`src/rtl/core/program_stream_video_extractor_defines.svh`:
```
// Assertion macros shared by the program stream video extractor RTL.
`ifndef PROGRAM_STREAM_VIDEO_EXTRACTOR_DEFINES_SVH
`define PROGRAM_STREAM_VIDEO_EXTRACTOR_DEFINES_SVH

// Condition that must hold at every clock edge out of reset.
`define PSVE_ASSERT_ALWAYS(label, cond, msg) \
  label: assert property (@(posedge clk) disable iff (!rst_n) (cond)) else $error(msg);

// Consequent that must hold at the clock edge after the antecedent.
`define PSVE_ASSERT_NEXT(label, ante, cons, msg) \
  label: assert property (@(posedge clk) disable iff (!rst_n) (ante) |=> (cons)) \
    else $error(msg);

`endif

```
`src/rtl/core/psve_pkg.sv`:
```
// Types and constants shared by the program stream video extractor modules.
package psve_pkg;

  typedef enum logic [2:0] {
    PH_PACK,
    PH_DISPATCH,
    PH_MAP,
    PH_PES,
    PH_SKIP,
    PH_HDRSKIP,
    PH_PAYLOAD
  } psve_phase_t;

  localparam logic [3:0]  PACK_HDR_LAST   = 4'd13;
  localparam logic [3:0]  START_CODE_LEN  = 4'd3;
  localparam logic [3:0]  START_CODE_LAST = 4'd2;
  localparam logic [3:0]  HI_LEN_HI       = 4'd4;
  localparam logic [3:0]  HI_LEN_LO       = 4'd5;
  localparam logic [3:0]  HI_FLAGS        = 4'd6;
  localparam logic [3:0]  HI_HDR_LEN      = 4'd8;
  localparam logic [7:0]  START_BYTE_ZERO = 8'h00;
  localparam logic [7:0]  START_BYTE_ONE  = 8'h01;
  localparam logic [7:0]  MAP_ID          = 8'hBC;
  localparam logic [7:0]  STUFF_MASK      = 8'h07;
  localparam logic [7:0]  VIDEO_ID_RESET  = 8'hE0;
  localparam logic [15:0] PES_FIXED_HDR   = 16'd3;
  localparam logic [23:0] TOTAL_MAX       = 24'hFFFFFF;
  localparam int          QUEUE_DEPTH_DEFAULT = 4;

  // One classified beat handed from the parser to the output side.
  typedef struct packed {
    logic [7:0] data;
    logic       emit;
    logic       eob;
  } psve_tok_t;

endpackage

```
`src/rtl/core/psve_stream_if.sv`:
```
// Valid/ready stream interfaces for the input bytes and the extracted results.
interface psve_in_if;
  logic       valid;
  logic       ready;
  logic [7:0] in_byte;
  logic       end_of_buffer;

  modport source (output valid, output in_byte, output end_of_buffer, input ready);
  modport sink (input valid, input in_byte, input end_of_buffer, output ready);
endinterface

interface psve_out_if;
  logic        valid;
  logic        ready;
  logic [7:0]  out_byte;
  logic        byte_valid;
  logic        last;
  logic [23:0] payload_total;

  modport source (output valid, output out_byte, output byte_valid, output last,
                  output payload_total, input ready);
  modport sink (input valid, input out_byte, input byte_valid, input last,
                input payload_total, output ready);
endinterface

```
`src/rtl/core/psve_front.sv`:
```
// Stream parser: walks pack headers, map packets and PES headers, tags payload beats.
`include "program_stream_video_extractor_defines.svh"

module psve_front (
  input  logic               clk,
  input  logic               rst_n,
  psve_in_if.sink            in_bus,
  input  logic [7:0]         video_id,
  output logic               push_valid,
  input  logic               push_ready,
  output psve_pkg::psve_tok_t push_tok
);

  psve_pkg::psve_phase_t phase_r, phase_nxt;
  logic [3:0]  hidx_r, hidx_nxt;
  logic [15:0] plen_r, plen_nxt;
  logic [15:0] skip_r, skip_nxt;
  logic [15:0] pay_r, pay_nxt;
  logic        emit;
  logic        accept;
  logic [7:0]  b;
  logic [15:0] len;
  logic [15:0] room;
  logic [15:0] dec;
  logic [15:0] stuff;

  assign b      = in_bus.in_byte;
  assign accept = in_bus.valid && in_bus.ready;

  assign in_bus.ready = push_ready;
  assign push_valid   = in_bus.valid && (emit || in_bus.end_of_buffer);
  assign push_tok     = '{data: b, emit: emit, eob: in_bus.end_of_buffer};

  always_ff @(posedge clk) begin
    if (!rst_n) begin
      phase_r <= psve_pkg::PH_PACK;
      hidx_r  <= '0;
      plen_r  <= '0;
      skip_r  <= '0;
      pay_r   <= '0;
    end else if (accept) begin
      phase_r <= phase_nxt;
      hidx_r  <= hidx_nxt;
      plen_r  <= plen_nxt;
      skip_r  <= skip_nxt;
      pay_r   <= pay_nxt;
    end
  end

  always_comb begin
    phase_nxt = phase_r;
    hidx_nxt  = hidx_r;
    plen_nxt  = plen_r;
    skip_nxt  = skip_r;
    pay_nxt   = pay_r;
    emit      = 1'b0;
    len       = {plen_r[15:8], b};
    room      = plen_r - psve_pkg::PES_FIXED_HDR;
    dec       = (skip_r != '0) ? skip_r - 16'd1 : skip_r;
    stuff     = {8'h00, b & psve_pkg::STUFF_MASK};

    case (phase_r)
      psve_pkg::PH_PACK: begin
        if (hidx_r >= psve_pkg::PACK_HDR_LAST) begin
          if (stuff == '0) begin
            phase_nxt = psve_pkg::PH_DISPATCH;
            hidx_nxt  = '0;
          end else begin
            skip_nxt  = stuff;
            phase_nxt = psve_pkg::PH_SKIP;
          end
        end else begin
          hidx_nxt = hidx_r + 4'd1;
        end
      end
      psve_pkg::PH_DISPATCH: begin
        if (hidx_r < psve_pkg::START_CODE_LEN) begin
          hidx_nxt = hidx_r + 4'd1;
          // The index keeps counting when the start code breaks off, so the
          // fallback pack header is shortened by the bytes already seen.
          if (b != ((hidx_r == psve_pkg::START_CODE_LAST) ? psve_pkg::START_BYTE_ONE
                                                          : psve_pkg::START_BYTE_ZERO)) begin
            phase_nxt = psve_pkg::PH_PACK;
          end
        end else begin
          hidx_nxt = psve_pkg::HI_LEN_HI;
          if (b == video_id) begin
            phase_nxt = psve_pkg::PH_PES;
          end else if (b == psve_pkg::MAP_ID) begin
            phase_nxt = psve_pkg::PH_MAP;
          end else begin
            phase_nxt = psve_pkg::PH_PACK;
          end
        end
      end
      psve_pkg::PH_MAP: begin
        if (hidx_r == psve_pkg::HI_LEN_HI) begin
          plen_nxt = {b, 8'h00};
          hidx_nxt = psve_pkg::HI_LEN_LO;
        end else begin
          plen_nxt = len;
          if (len == '0) begin
            phase_nxt = psve_pkg::PH_DISPATCH;
            hidx_nxt  = '0;
          end else begin
            skip_nxt  = len;
            phase_nxt = psve_pkg::PH_SKIP;
          end
        end
      end
      psve_pkg::PH_PES: begin
        if (hidx_r == psve_pkg::HI_LEN_HI) begin
          plen_nxt = {b, 8'h00};
          hidx_nxt = psve_pkg::HI_LEN_LO;
        end else if (hidx_r == psve_pkg::HI_LEN_LO) begin
          plen_nxt = len;
          if (len < psve_pkg::PES_FIXED_HDR) begin
            if (len == '0) begin
              phase_nxt = psve_pkg::PH_DISPATCH;
              hidx_nxt  = '0;
            end else begin
              skip_nxt  = len;
              phase_nxt = psve_pkg::PH_SKIP;
            end
          end else begin
            hidx_nxt = psve_pkg::HI_FLAGS;
          end
        end else if (hidx_r < psve_pkg::HI_HDR_LEN) begin
          hidx_nxt = hidx_r + 4'd1;
        end else if ({8'h00, b} > room) begin
          // Header data overruns the packet: skip the rest, no payload.
          pay_nxt = '0;
          if (room == '0) begin
            phase_nxt = psve_pkg::PH_DISPATCH;
            hidx_nxt  = '0;
          end else begin
            skip_nxt  = room;
            phase_nxt = psve_pkg::PH_SKIP;
          end
        end else begin
          pay_nxt = room - {8'h00, b};
          if (b != 8'h00) begin
            skip_nxt  = {8'h00, b};
            phase_nxt = psve_pkg::PH_HDRSKIP;
          end else if (room == {8'h00, b}) begin
            phase_nxt = psve_pkg::PH_DISPATCH;
            hidx_nxt  = '0;
          end else begin
            phase_nxt = psve_pkg::PH_PAYLOAD;
          end
        end
      end
      psve_pkg::PH_SKIP: begin
        skip_nxt = dec;
        if (dec == '0) begin
          phase_nxt = psve_pkg::PH_DISPATCH;
          hidx_nxt  = '0;
        end
      end
      psve_pkg::PH_HDRSKIP: begin
        skip_nxt = dec;
        if (dec == '0) begin
          if (pay_r == '0) begin
            phase_nxt = psve_pkg::PH_DISPATCH;
            hidx_nxt  = '0;
          end else begin
            phase_nxt = psve_pkg::PH_PAYLOAD;
          end
        end
      end
      psve_pkg::PH_PAYLOAD: begin
        emit    = 1'b1;
        pay_nxt = (pay_r != '0) ? pay_r - 16'd1 : pay_r;
        if (pay_nxt == '0) begin
          phase_nxt = psve_pkg::PH_DISPATCH;
          hidx_nxt  = '0;
        end
      end
      default: begin
        phase_nxt = psve_pkg::PH_PACK;
        hidx_nxt  = '0;
        plen_nxt  = '0;
        skip_nxt  = '0;
        pay_nxt   = '0;
      end
    endcase

    // The last byte of a buffer returns the parser to its starting point.
    if (in_bus.end_of_buffer) begin
      phase_nxt = psve_pkg::PH_PACK;
      hidx_nxt  = '0;
      plen_nxt  = '0;
      skip_nxt  = '0;
      pay_nxt   = '0;
    end
  end

  `PSVE_ASSERT_ALWAYS(a_payload_left,
    (phase_r != psve_pkg::PH_PAYLOAD) || (pay_r != '0), "payload phase with nothing left")
  `PSVE_ASSERT_ALWAYS(a_skip_left,
    ((phase_r != psve_pkg::PH_SKIP) && (phase_r != psve_pkg::PH_HDRSKIP)) || (skip_r != '0),
    "skip phase with zero count")

endmodule

```
`src/rtl/core/psve_queue.sv`:
```
// Small FIFO that decouples the parser from the output stage.
`include "program_stream_video_extractor_defines.svh"

module psve_queue #(
  parameter int DEPTH = psve_pkg::QUEUE_DEPTH_DEFAULT
) (
  input  logic                clk,
  input  logic                rst_n,
  input  logic                push_valid,
  output logic                push_ready,
  input  psve_pkg::psve_tok_t push_tok,
  output logic                pop_valid,
  input  logic                pop_ready,
  output psve_pkg::psve_tok_t pop_tok
);

  localparam int PW = (DEPTH > 1) ? $clog2(DEPTH) : 1;
  localparam int CW = $clog2(DEPTH + 1);
  localparam logic [PW-1:0] PTR_LAST = PW'(DEPTH - 1);
  localparam logic [CW-1:0] CNT_FULL = CW'(DEPTH);

  psve_pkg::psve_tok_t slot_r [DEPTH];
  logic [PW-1:0] wr_ptr_r, rd_ptr_r;
  logic [CW-1:0] cnt_r;
  logic          push, pop;

  assign push_ready = (cnt_r != CNT_FULL);
  assign pop_valid  = (cnt_r != '0);
  assign pop_tok    = slot_r[rd_ptr_r];
  assign push       = push_valid && push_ready;
  assign pop        = pop_valid && pop_ready;

  always_ff @(posedge clk) begin
    if (push) begin
      slot_r[wr_ptr_r] <= push_tok;
    end
  end

  always_ff @(posedge clk) begin
    if (!rst_n) begin
      wr_ptr_r <= '0;
      rd_ptr_r <= '0;
      cnt_r    <= '0;
    end else begin
      if (push) begin
        wr_ptr_r <= (wr_ptr_r == PTR_LAST) ? '0 : wr_ptr_r + PW'(1);
      end
      if (pop) begin
        rd_ptr_r <= (rd_ptr_r == PTR_LAST) ? '0 : rd_ptr_r + PW'(1);
      end
      if (push && !pop) begin
        cnt_r <= cnt_r + CW'(1);
      end else if (pop && !push) begin
        cnt_r <= cnt_r - CW'(1);
      end
    end
  end

  `PSVE_ASSERT_ALWAYS(a_q_bound, cnt_r <= CNT_FULL, "queue count beyond depth")

endmodule

```
`src/rtl/core/psve_back.sv`:
```
// Output stage: counts payload per buffer and holds the result beat for the sink.
`include "program_stream_video_extractor_defines.svh"

module psve_back (
  input  logic                clk,
  input  logic                rst_n,
  input  logic                pop_valid,
  output logic                pop_ready,
  input  psve_pkg::psve_tok_t pop_tok,
  psve_out_if.source          out_bus
);

  logic        out_valid_r;
  logic [7:0]  out_byte_r;
  logic        out_bvalid_r;
  logic        out_last_r;
  logic [23:0] out_total_r;
  logic [23:0] count_r;
  logic [23:0] count_inc;
  logic        pop;

  assign pop_ready = !out_valid_r || out_bus.ready;
  assign pop       = pop_valid && pop_ready;
  assign count_inc = (pop_tok.emit && (count_r != psve_pkg::TOTAL_MAX))
                     ? count_r + 24'd1 : count_r;

  assign out_bus.valid         = out_valid_r;
  assign out_bus.out_byte      = out_byte_r;
  assign out_bus.byte_valid    = out_bvalid_r;
  assign out_bus.last          = out_last_r;
  assign out_bus.payload_total = out_total_r;

  always_ff @(posedge clk) begin
    if (!rst_n) begin
      out_valid_r <= 1'b0;
      count_r     <= '0;
    end else begin
      if (pop) begin
        out_valid_r <= 1'b1;
        // The running total starts over after the buffer's last beat.
        count_r     <= pop_tok.eob ? '0 : count_inc;
      end else if (out_bus.ready) begin
        out_valid_r <= 1'b0;
      end
    end
  end

  always_ff @(posedge clk) begin
    if (pop) begin
      out_byte_r   <= pop_tok.emit ? pop_tok.data : 8'h00;
      out_bvalid_r <= pop_tok.emit;
      out_last_r   <= pop_tok.eob;
      out_total_r  <= count_inc;
    end
  end

  `PSVE_ASSERT_NEXT(a_eob_clears, pop && pop_tok.eob, count_r == '0, "total not cleared after buffer end")
  `PSVE_ASSERT_ALWAYS(a_total_nonzero, !(out_valid_r && out_bvalid_r) || (out_total_r != '0), "payload beat with zero total")

endmodule

```
`src/rtl/core/program_stream_video_extractor.sv`:
```
// Top level of the program stream video extractor.
// Takes one program stream byte per cycle while the FIFO has room and
// returns the payload bytes of PES packets whose stream id matches
// cfg_wr_data as last written (0xE0 after reset), plus a beat for the
// buffer's last byte that is a bare marker when that byte is not payload.
// The parser settles each byte in the cycle it is accepted, so input beats
// are taken back to back; a QUEUE_DEPTH-entry FIFO and an output register
// let the result side stall without holding up the parser until the FIFO
// fills. A result passes through a FIFO slot and the output register in turn.
// Configuration may only be written while no beat is in flight.
module program_stream_video_extractor #(
  parameter int QUEUE_DEPTH = psve_pkg::QUEUE_DEPTH_DEFAULT
) (
  input  logic        clk,
  input  logic        rst_n,
  psve_in_if.sink     in_bus,
  psve_out_if.source  out_bus,
  input  logic        cfg_wr_en,
  input  logic [7:0]  cfg_wr_data
);

  logic [7:0]          video_id_r;
  logic                push_valid, push_ready;
  psve_pkg::psve_tok_t push_tok;
  logic                pop_valid, pop_ready;
  psve_pkg::psve_tok_t pop_tok;

  always_ff @(posedge clk) begin
    if (!rst_n) begin
      video_id_r <= psve_pkg::VIDEO_ID_RESET;
    end else if (cfg_wr_en) begin
      video_id_r <= cfg_wr_data;
    end
  end

  psve_front u_front (
    .clk        (clk),
    .rst_n      (rst_n),
    .in_bus     (in_bus),
    .video_id   (video_id_r),
    .push_valid (push_valid),
    .push_ready (push_ready),
    .push_tok   (push_tok)
  );

  psve_queue #(
    .DEPTH (QUEUE_DEPTH)
  ) u_queue (
    .clk        (clk),
    .rst_n      (rst_n),
    .push_valid (push_valid),
    .push_ready (push_ready),
    .push_tok   (push_tok),
    .pop_valid  (pop_valid),
    .pop_ready  (pop_ready),
    .pop_tok    (pop_tok)
  );

  psve_back u_back (
    .clk       (clk),
    .rst_n     (rst_n),
    .pop_valid (pop_valid),
    .pop_ready (pop_ready),
    .pop_tok   (pop_tok),
    .out_bus   (out_bus)
  );

endmodule

```
`src/flat_wrapper.sv`:
```
// flat-port wrapper written by rule: the top's interface ports become plain ports
module program_stream_video_extractor_flat 
#(
  parameter int QUEUE_DEPTH = psve_pkg::QUEUE_DEPTH_DEFAULT
)
  (clk, rst_n, cfg_wr_en, cfg_wr_data, in_bus_valid, in_bus_in_byte, in_bus_end_of_buffer, in_bus_ready, out_bus_valid, out_bus_out_byte, out_bus_byte_valid, out_bus_last, out_bus_payload_total, out_bus_ready);
  psve_in_if in_bus_i ();
  psve_out_if out_bus_i ();
  input  logic clk;
  input  logic rst_n;
  input  logic cfg_wr_en;
  input  logic [7:0] cfg_wr_data;
  input wire logic [$bits(in_bus_i.valid)-1:0] in_bus_valid;
  input wire logic [$bits(in_bus_i.in_byte)-1:0] in_bus_in_byte;
  input wire logic [$bits(in_bus_i.end_of_buffer)-1:0] in_bus_end_of_buffer;
  output wire logic [$bits(in_bus_i.ready)-1:0] in_bus_ready;
  output wire logic [$bits(out_bus_i.valid)-1:0] out_bus_valid;
  output wire logic [$bits(out_bus_i.out_byte)-1:0] out_bus_out_byte;
  output wire logic [$bits(out_bus_i.byte_valid)-1:0] out_bus_byte_valid;
  output wire logic [$bits(out_bus_i.last)-1:0] out_bus_last;
  output wire logic [$bits(out_bus_i.payload_total)-1:0] out_bus_payload_total;
  input wire logic [$bits(out_bus_i.ready)-1:0] out_bus_ready;
  assign in_bus_i.valid = in_bus_valid;
  assign in_bus_i.in_byte = in_bus_in_byte;
  assign in_bus_i.end_of_buffer = in_bus_end_of_buffer;
  assign in_bus_ready = in_bus_i.ready;
  assign out_bus_valid = out_bus_i.valid;
  assign out_bus_out_byte = out_bus_i.out_byte;
  assign out_bus_byte_valid = out_bus_i.byte_valid;
  assign out_bus_last = out_bus_i.last;
  assign out_bus_payload_total = out_bus_i.payload_total;
  assign out_bus_i.ready = out_bus_ready;
  program_stream_video_extractor #(.QUEUE_DEPTH(QUEUE_DEPTH)) u_core (.clk(clk), .rst_n(rst_n), .in_bus(in_bus_i), .out_bus(out_bus_i), .cfg_wr_en(cfg_wr_en), .cfg_wr_data(cfg_wr_data));
endmodule
```
`config.mk`:
```
export PLATFORM = sky130hd
export DESIGN_NAME = program_stream_video_extractor_flat
export DESIGN_NICKNAME = d
export VERILOG_FILES = /design/src/rtl/core/psve_pkg.sv /design/src/rtl/core/psve_stream_if.sv /design/src/rtl/core/psve_front.sv /design/src/rtl/core/psve_queue.sv /design/src/rtl/core/psve_back.sv /design/src/rtl/core/program_stream_video_extractor.sv /design/src/flat_wrapper.sv
export VERILOG_INCLUDE_DIRS = /design/src /design/src/rtl/core
export SDC_FILE = /design/constraint.sdc
export NUM_CORES = 1
export LEC_CHECK = 0
export ABC_AREA = 0
export BUFFER_PORTS_ARGS = -buffer_cell sky130_fd_sc_hd__buf_2
export CAP_MARGIN = 20
export CORE_MARGIN = 3
export CORE_UTILIZATION = 47
export DETAILED_ROUTE_END_ITERATION = 8
export GPL_TIMING_DRIVEN = 0
export PLACE_DENSITY = 0.67
export SLEW_MARGIN = 20
export SYNTH_ARGS = -nofsm -noshare
export SYNTH_HDL_FRONTEND = slang
export SYNTH_SLANG_ARGS = --single-unit
```
`constraint.sdc`:
```
create_clock -name clk -period 3.37 [get_ports clk]
set_clock_uncertainty 0.2 [all_clocks]
set_input_delay 0.674 -clock clk [delete_from_list [all_inputs] [get_ports clk]]
set_output_delay 0.674 -clock clk [all_outputs]
set_load 0.005 [all_outputs]
```
==> flow_summary.json, run 1 <==
{
  "fin_crit_sh": 1.04,
  "start_kind": "register",
  "core_area_um2": 21200,
  "postCtsHoldBufs": 0,
  "synth_area_leaders": "edfxtp_1 (22%), dfxtp_1 (19%), a21oi_1 (4.2%)",
  "drc": 0,
  "overflow": 0,
  "antenna_found_initial": 0,
  "rsz0062_at_grt": "yes",
  "place_ws_ns": -1.16,
  "h-tree-depth": 4,
  "fillers": 1791,
  "rows": 53,
  "synth_area_per_cell_um2": 8.98,
  "ys_top_cells_by_count": "nand2_1 (98), dfxtp_1 (97), nor2_1 (90), a21oi_1 (87), edfxtp_1 (74)",
  "vias": 9803,
  "slew_headroom": 0.302,
  "min_path_cells": 3,
  "place_hpwl_um": 21500,
  "drtAntennaViolNets": 0,
  "antenna_cells": 0,
  "clockBufferDepth": 2,
  "ys.flop_type": "dfxtp_1",
  "clock-sinks": 171,
  "die_w_um": 154,
  "die_h_um": 154,
  "vias_per_cell": 6.33,
  "cts_root_buffer": "clkbuf_16",
  "tightest_slew_ns": 1.04,
  "status": "complete, but fails checks",
  "fin_area_um2": 12600,
  "r2r-end": "u_core.u_front.skip_r[10]",
  "multiInputGateArea_um2": 6370,
  "grt_pass1_vias": 9115,
  "peakVddDrop_uv": 380,
  "synth.largest_area_cell": "edfxtp_1",
  "r2r_start": "u_core.u_front.plen_r[0]",
  "hold_end": "u_core.video_id_r[7]",
  "slew_viol_final": 0,
  "setup_viol": 21,
  "ys_seq_area_frac": 0.406,
  "path_buf_inv": 3,
  "dr.pass1.iters": 8,
  "num_io_pins": 58,
  "synthToLayoutAreaGrowth_pct": 23.0,
  "synth.net_count": 1193,
  "synth-async-reset-ratio": 0,
  "maxCapViolCount": 0,
  "powerDensity_nw_per_um2": 510,
  "drive_gt1_frac": 0.219,
  "critPathRequiredTime_ns": 3.47,
  "dpl_cell_area_um2": 11000,
  "synth.distinct_cells": 85,
  "leakagePower_uw": 0.00483,
  "cp_top_family": "simple AND/OR/NAND/NOR gates",
  "grt_usage": 0.254,
  "criticalPathCategory": "register to register",
  "clkTransAtPathRegs_ns": 0.08,
  "grt_pass1_wl_um": 48700,
  "reg2reg_depth": 15,
  "yosysWarnings": 0,
  "synthCells": 1143,
  "fin_ws_ns": -0.136,
  "fmax_mhz": 285,
  "clkLatencyLatePin_ns": 0.44,
  "max_stage_delay_ns": 0.42,
  "port_buffers": 56,
  "critPathMaxFanout": 6,
  "min_from": "cfg_wr_data[7]",
  "start_util": 0.484,
  "tritoncts": "yes",
  "seq_area_um2": 4180,
  "nets": 1311,
  "crit_arrival_ns": 3.61,
  "period_minus_slack_ns": 3.51,
  "violations": "setup timing",
  "gp_congestion": 1.02,
  "yosysMostFrequentCell": "nand2_1",
  "critPathCaptureType": "register",
  "synth-edff-count": 74,
  "die_area_um2": 23600,
  "hold_class": "input pin to register",
  "first_iter_violations": 1050,
  "numCtsBuffers": 17,
  "path_cells": "buf_12, a211o_4, nor2_2, xor2_1, ha_1, and3_1, a21oi_4, nand3_2, nand2_4, a311oi_2, or3b_4, buf_6, buf_8, o211ai_1, o31ai_2",
  "setup_tns_ns": -1.17,
  "yosysTopAreaCellShare": 0.217,
  "grt_max_degree": 28,
  "ys_ff_latch": 171,
  "routedWlPerCell_um": 20.2,
  "rrSetupSlack_ns": -0.14,
  "routed_wl_um": 31300,
  "hold_viol_final": 0,
  "netlist_area_um2": 10300,
  "final_util": 0.595,
  "cp_slowest_cell": "or3b_4"
}
## stage by stage
step           total power [uW]  instances  hold WS (ns)
2_1_floorplan              3710       1143         0.254
3_3_place_gp               4250       1474         0.254
3_5_place_dp               4320       1476         0.267
4_1_cts                    6330       1525         0.248
5_1_grt                    6770       1549         0.255
6_report                   6440       1549         0.256
## how the worst max path moves through the flow
| stage | slack [ns] | from | cells after the start | to |
|---|---|---|---|---|
| finish | -0.14 | u_core.u_front.plen_r[0] | 15 | u_core.u_front.skip_r[10] |
| global placement | -1.16 | in_bus_in_byte[3] | 11 | u_core.u_front.skip_r[15] |
| global route | -0.21 | u_core.u_front.plen_r[0] | 14 | u_core.u_front.skip_r[10] |
| floorplan | -0.18 | in_bus_in_byte[7] | 10 | u_core.u_front.skip_r[15] |
| CTS | -0.005 | u_core.u_front.plen_r[1] | 13 | u_core.u_front.skip_r[4] |
| detailed placement | -1.16 | in_bus_in_byte[3] | 11 | u_core.u_front.skip_r[15] |
## power by group
group,switching [uW],internal [uW]
combinational,1080,756
clock,981,1000
sequential,103,2520
total,2160,4280
## cells in the final DEF (no fill, tap or decap), types with 19 or more instances in the layout
cell type	synthesis	final
buf_4	0	47
inv_1	28	26
mux2i_1	27	26
and2_1	21	21
dfxtp_1	97	89
buf_2	2	54
a21oi_1	87	77
xnor2_1	34	32
xor2_1	23	23
nand2_1	98	95
clkbuf_1	59	43
nor3_1	33	25
ha_1	26	19
o21ai_0	61	56
nor2_1	90	87
edfxtp_1	74	74
nand3_1	50	48
## cell families (layout without fill, tap and decap cells)
| kind of cell | count (synthesis) | after routing | share of synthesized area |
|---|---|---|---|
| AO/OA/AOI/OAI | 313 | 314 | 0.203 |
| buffers and inverters | 99 | 229 | 0.0380 |
| XOR/XNOR | 57 | 57 | 0.0486 |
| multiplexers | 39 | 39 | 0.0483 |
| adder cells (fa/ha/maj) | 28 | 28 | 0.0356 |
| AND/OR/NAND/NOR | 436 | 436 | 0.220 |
| flip-flops | 171 | 171 | 0.406 |
## sequential cells by signal, summed over array words and instances, names as in the netlist, named ones only
register	count
u_core.u_back.count_r	24
u_core.u_back.out_bus.byte_valid	1
u_core.u_back.out_bus.last	1
u_core.u_back.out_bus.out_byte	8
u_core.u_back.out_bus.payload_total	24
u_core.u_back.out_bus.valid	1
u_core.u_front.hidx_r	4
u_core.u_front.pay_r	16
u_core.u_front.phase_r	3
u_core.u_front.plen_r	16
u_core.u_front.skip_r	16
u_core.u_queue.cnt_r	3
u_core.u_queue.rd_ptr_r	2
u_core.u_queue.slot_r	40
u_core.u_queue.wr_ptr_r	2
u_core.video_id_r	8
## layout make-up
cell class              count  area share
multi-input cells         874       0.505
plain buffers              55      0.0185
well taps                 275      0.0273
clock inverters            15      0.0128
repair buffers            112      0.0627
flip-flops and latches    171       0.331
clock buffers              17      0.0337
inverters                  30     0.00892
## layer usage
layer | vias up | wire length (um) | global-route usage
met3 | 119 | 2780 | 0.0529
met2 | 518 | 14400 | 0.397
met1 | 4631 | 12500 | 0.337
met5 | - | 0 | 0
met4 | 0 | 1610 | 0.124
li1 | 4535 | - | -
## worst register-to-register path, stage by stage (launching register included)
cell,delay (ns)
dfxtp_4,0.37
buf_12,0.14
a211o_4,0.35
nor2_2,0.10
xor2_1,0.23
ha_1,0.30
and3_1,0.19
a21oi_4,0.14
nand3_2,0.13
nand2_4,0.14
a311oi_2,0.10
or3b_4,0.42
buf_6,0.16
buf_8,0.14
o211ai_1,0.18
o31ai_2,0.09
## timing repair
| action | CTS | global route |
|---|---|---|
| endpoints found under the setup margin | 41 | 57 |
| pin swaps | 21 | 21 |
| gates resized for setup | 59 | 80 |
| setup buffers | 27 | 25 |
| gates cloned | 1 | 2 |
No activity file was read; power rests on OpenSTA's default activity.
==> run 2: changes to the inputs <==
SETUP_SLACK_MARGIN = 0.4   (was not set)
==> flow_summary.json, run 2 (synthesized netlist as in run 1, its figures left out) <==
{
  "overflow": 0,
  "r2r_start": "u_core.u_front.plen_r[0]",
  "stdcell_count": 1579,
  "min_from": "in_bus_in_byte[7]",
  "place_ws_ns": -1.13,
  "power_uw": 6480,
  "power.switching_uw": 2180,
  "swShare": 0.336,
  "drive_gt1_frac": 0.258,
  "antenna_cells": 0,
  "port_buffers": 56,
  "clock-sinks": 171,
  "rsz0062_at_grt": "yes",
  "vias": 10000,
  "cp_slowest_cell": "dfxtp_4",
  "fillers": 1781,
  "tightest_slew_ns": 0.934,
  "hold_viol_final": 0,
  "power_frac_clock": 0.307,
  "dpl_cell_area_um2": 11100,
  "setup_tns_ns": -0.723,
  "gp_congestion": 0.955,
  "dpl.cell_count": 1475,
  "pwr-share-comb": 0.288,
  "layout_commonest_cell": "nand2_1",
  "clkTransAtPathRegs_ns": 0.08,
  "grt_usage": 0.267,
  "grt_pass1_wl_um": 50900,
  "largest_reg_flops": 40,
  "grt_max_degree": 44,
  "leakagePower_uw": 0.00507,
  "regMostFlops": "u_core.u_queue.slot_r",
  "drc": 0,
  "fin_ws_ns": -0.0936,
  "slew_headroom": 0.377,
  "place_hpwl_um": 21900,
  "vias_per_cell": 6.36,
  "clockBufferDepth": 2,
  "start_util": 0.484,
  "tritoncts": "yes",
  "routed_wl_um": 32800,
  "die_area_um2": 23600,
  "first_iter_violations": 1001,
  "rows": 53,
  "critPathRequiredTime_ns": 3.52,
  "die_h_um": 154,
  "criticalPathCategory": "register to register",
  "crit_arrival_ns": 3.61,
  "cts_root_buffer": "clkbuf_16",
  "max_stage_delay_ns": 0.38,
  "fin_crit_sh": 1.03,
  "clkLatencyLatePin_ns": 0.45,
  "period_minus_slack_ns": 3.46,
  "setup_viol": 19,
  "peakVddDrop_uv": 341,
  "start_kind": "register",
  "nets": 1341,
  "p_int_uw": 4300,
  "rrSetupSlack_ns": -0.09,
  "num_io_pins": 58,
  "critPathMaxFanout": 8,
  "violations": "setup timing",
  "p_seq_frac": 0.405,
  "status": "complete, but fails checks",
  "fmax_mhz": 289,
  "slew_viol_final": 0,
  "mostFrequentLayoutCells": "nand2_1 (94), dfxtp_1 (92), nor2_1 (86), a21oi_1 (75), edfxtp_1 (74)",
  "hold_class": "input pin to register",
  "routedWlPerCell_um": 20.8,
  "powerDensity_nw_per_um2": 495,
  "numCtsBuffers": 17,
  "antenna_found_initial": 0,
  "cp_top_family": "simple AND/OR/NAND/NOR gates",
  "fin_area_um2": 13100,
  "grt_pass1_vias": 9491,
  "path_cells": "ha_4, buf_4, xnor2_2, ha_1, nor2b_1, o2111ai_1, nand3_2, nand2_4, a311oi_2, or3b_1, buf_6, nand2b_4, o32ai_2",
  "startpoint": "u_core.u_front.plen_r[0]",
  "maxCapViolCount": 0,
  "drtAntennaViolNets": 0,
  "critPathCaptureType": "register",
  "h-tree-depth": 4,
  "dr.pass1.iters": 6,
  "die_w_um": 154,
  "path_buf_inv": 2,
  "postCtsHoldBufs": 0,
  "synthToLayoutAreaGrowth_pct": 27.5,
  "core_area_um2": 21200
}
run 2: path summary, 6_finish.rpt:
| check | to | cells past startpoint |
|---|---|---|
| worst max-delay path | u_core.u_front.skip_r[6] | 13 |
| worst min-delay path | u_core.u_queue.slot_r[0][9] | 1 |
| worst max register to register | u_core.u_front.skip_r[6] | 13 |
| worst min register to register | u_core.u_back.out_bus.valid | 2 |
run 2: area by class of cell:
| class | instances | area, um2 | share of cell area |
|---|---|---|---|
| multi-input combinational | 873 | 6580 | 0.503 |
| sequential | 171 | 4180 | 0.320 |
| timing repair buffer | 129 | 863 | 0.0660 |
| clock buffer | 19 | 454 | 0.0347 |
| buffer | 69 | 389 | 0.0297 |
| tap | 275 | 344 | 0.0263 |
| clock inverter | 13 | 141 | 0.0108 |
| inverter | 30 | 126 | 0.00966 |
run 2: power groups by stage:
stage / registers (uW) / logic, uW / clock network (uW)
after global routing: 2650 / 2040 / 2100
final: 2620 / 1860 / 1990
after detailed placement: 2680 / 1640 / 0
after floorplan: 2700 / 1020 / 0
after CTS: 2630 / 1780 / 2010
after global placement: 2670 / 1630 / 0
run 2: timing repair:
| action | CTS | global route |
|---|---|---|
| setup buffers | 49 | 23 |
| setup endpoints to repair | 122 | 82 |
| pin swaps | 47 | 24 |
| resized for setup | 129 | 54 |
run 2: layer usage:
| metal | track usage | share of wire | vias to the layer above |
|---|---|---|---|
| met1 | 0.340 | 0.40 | 4795 |
| met3 | 0.0507 | 0.077 | 128 |
| met4 | 0.129 | 0.043 | 0 |
| met5 | 0 | 0 | - |
| li1 | - | - | 4594 |
| met2 | 0.438 | 0.48 | 519 |
run 2: per-stage QoR:
step,utilization,hold WS (ns)
after floorplan,-,0.254
after global placement,0.524,0.264
after detailed placement,0.525,0.275
after CTS,0.598,0.249
after global routing,0.616,0.248
final,0.616,0.253
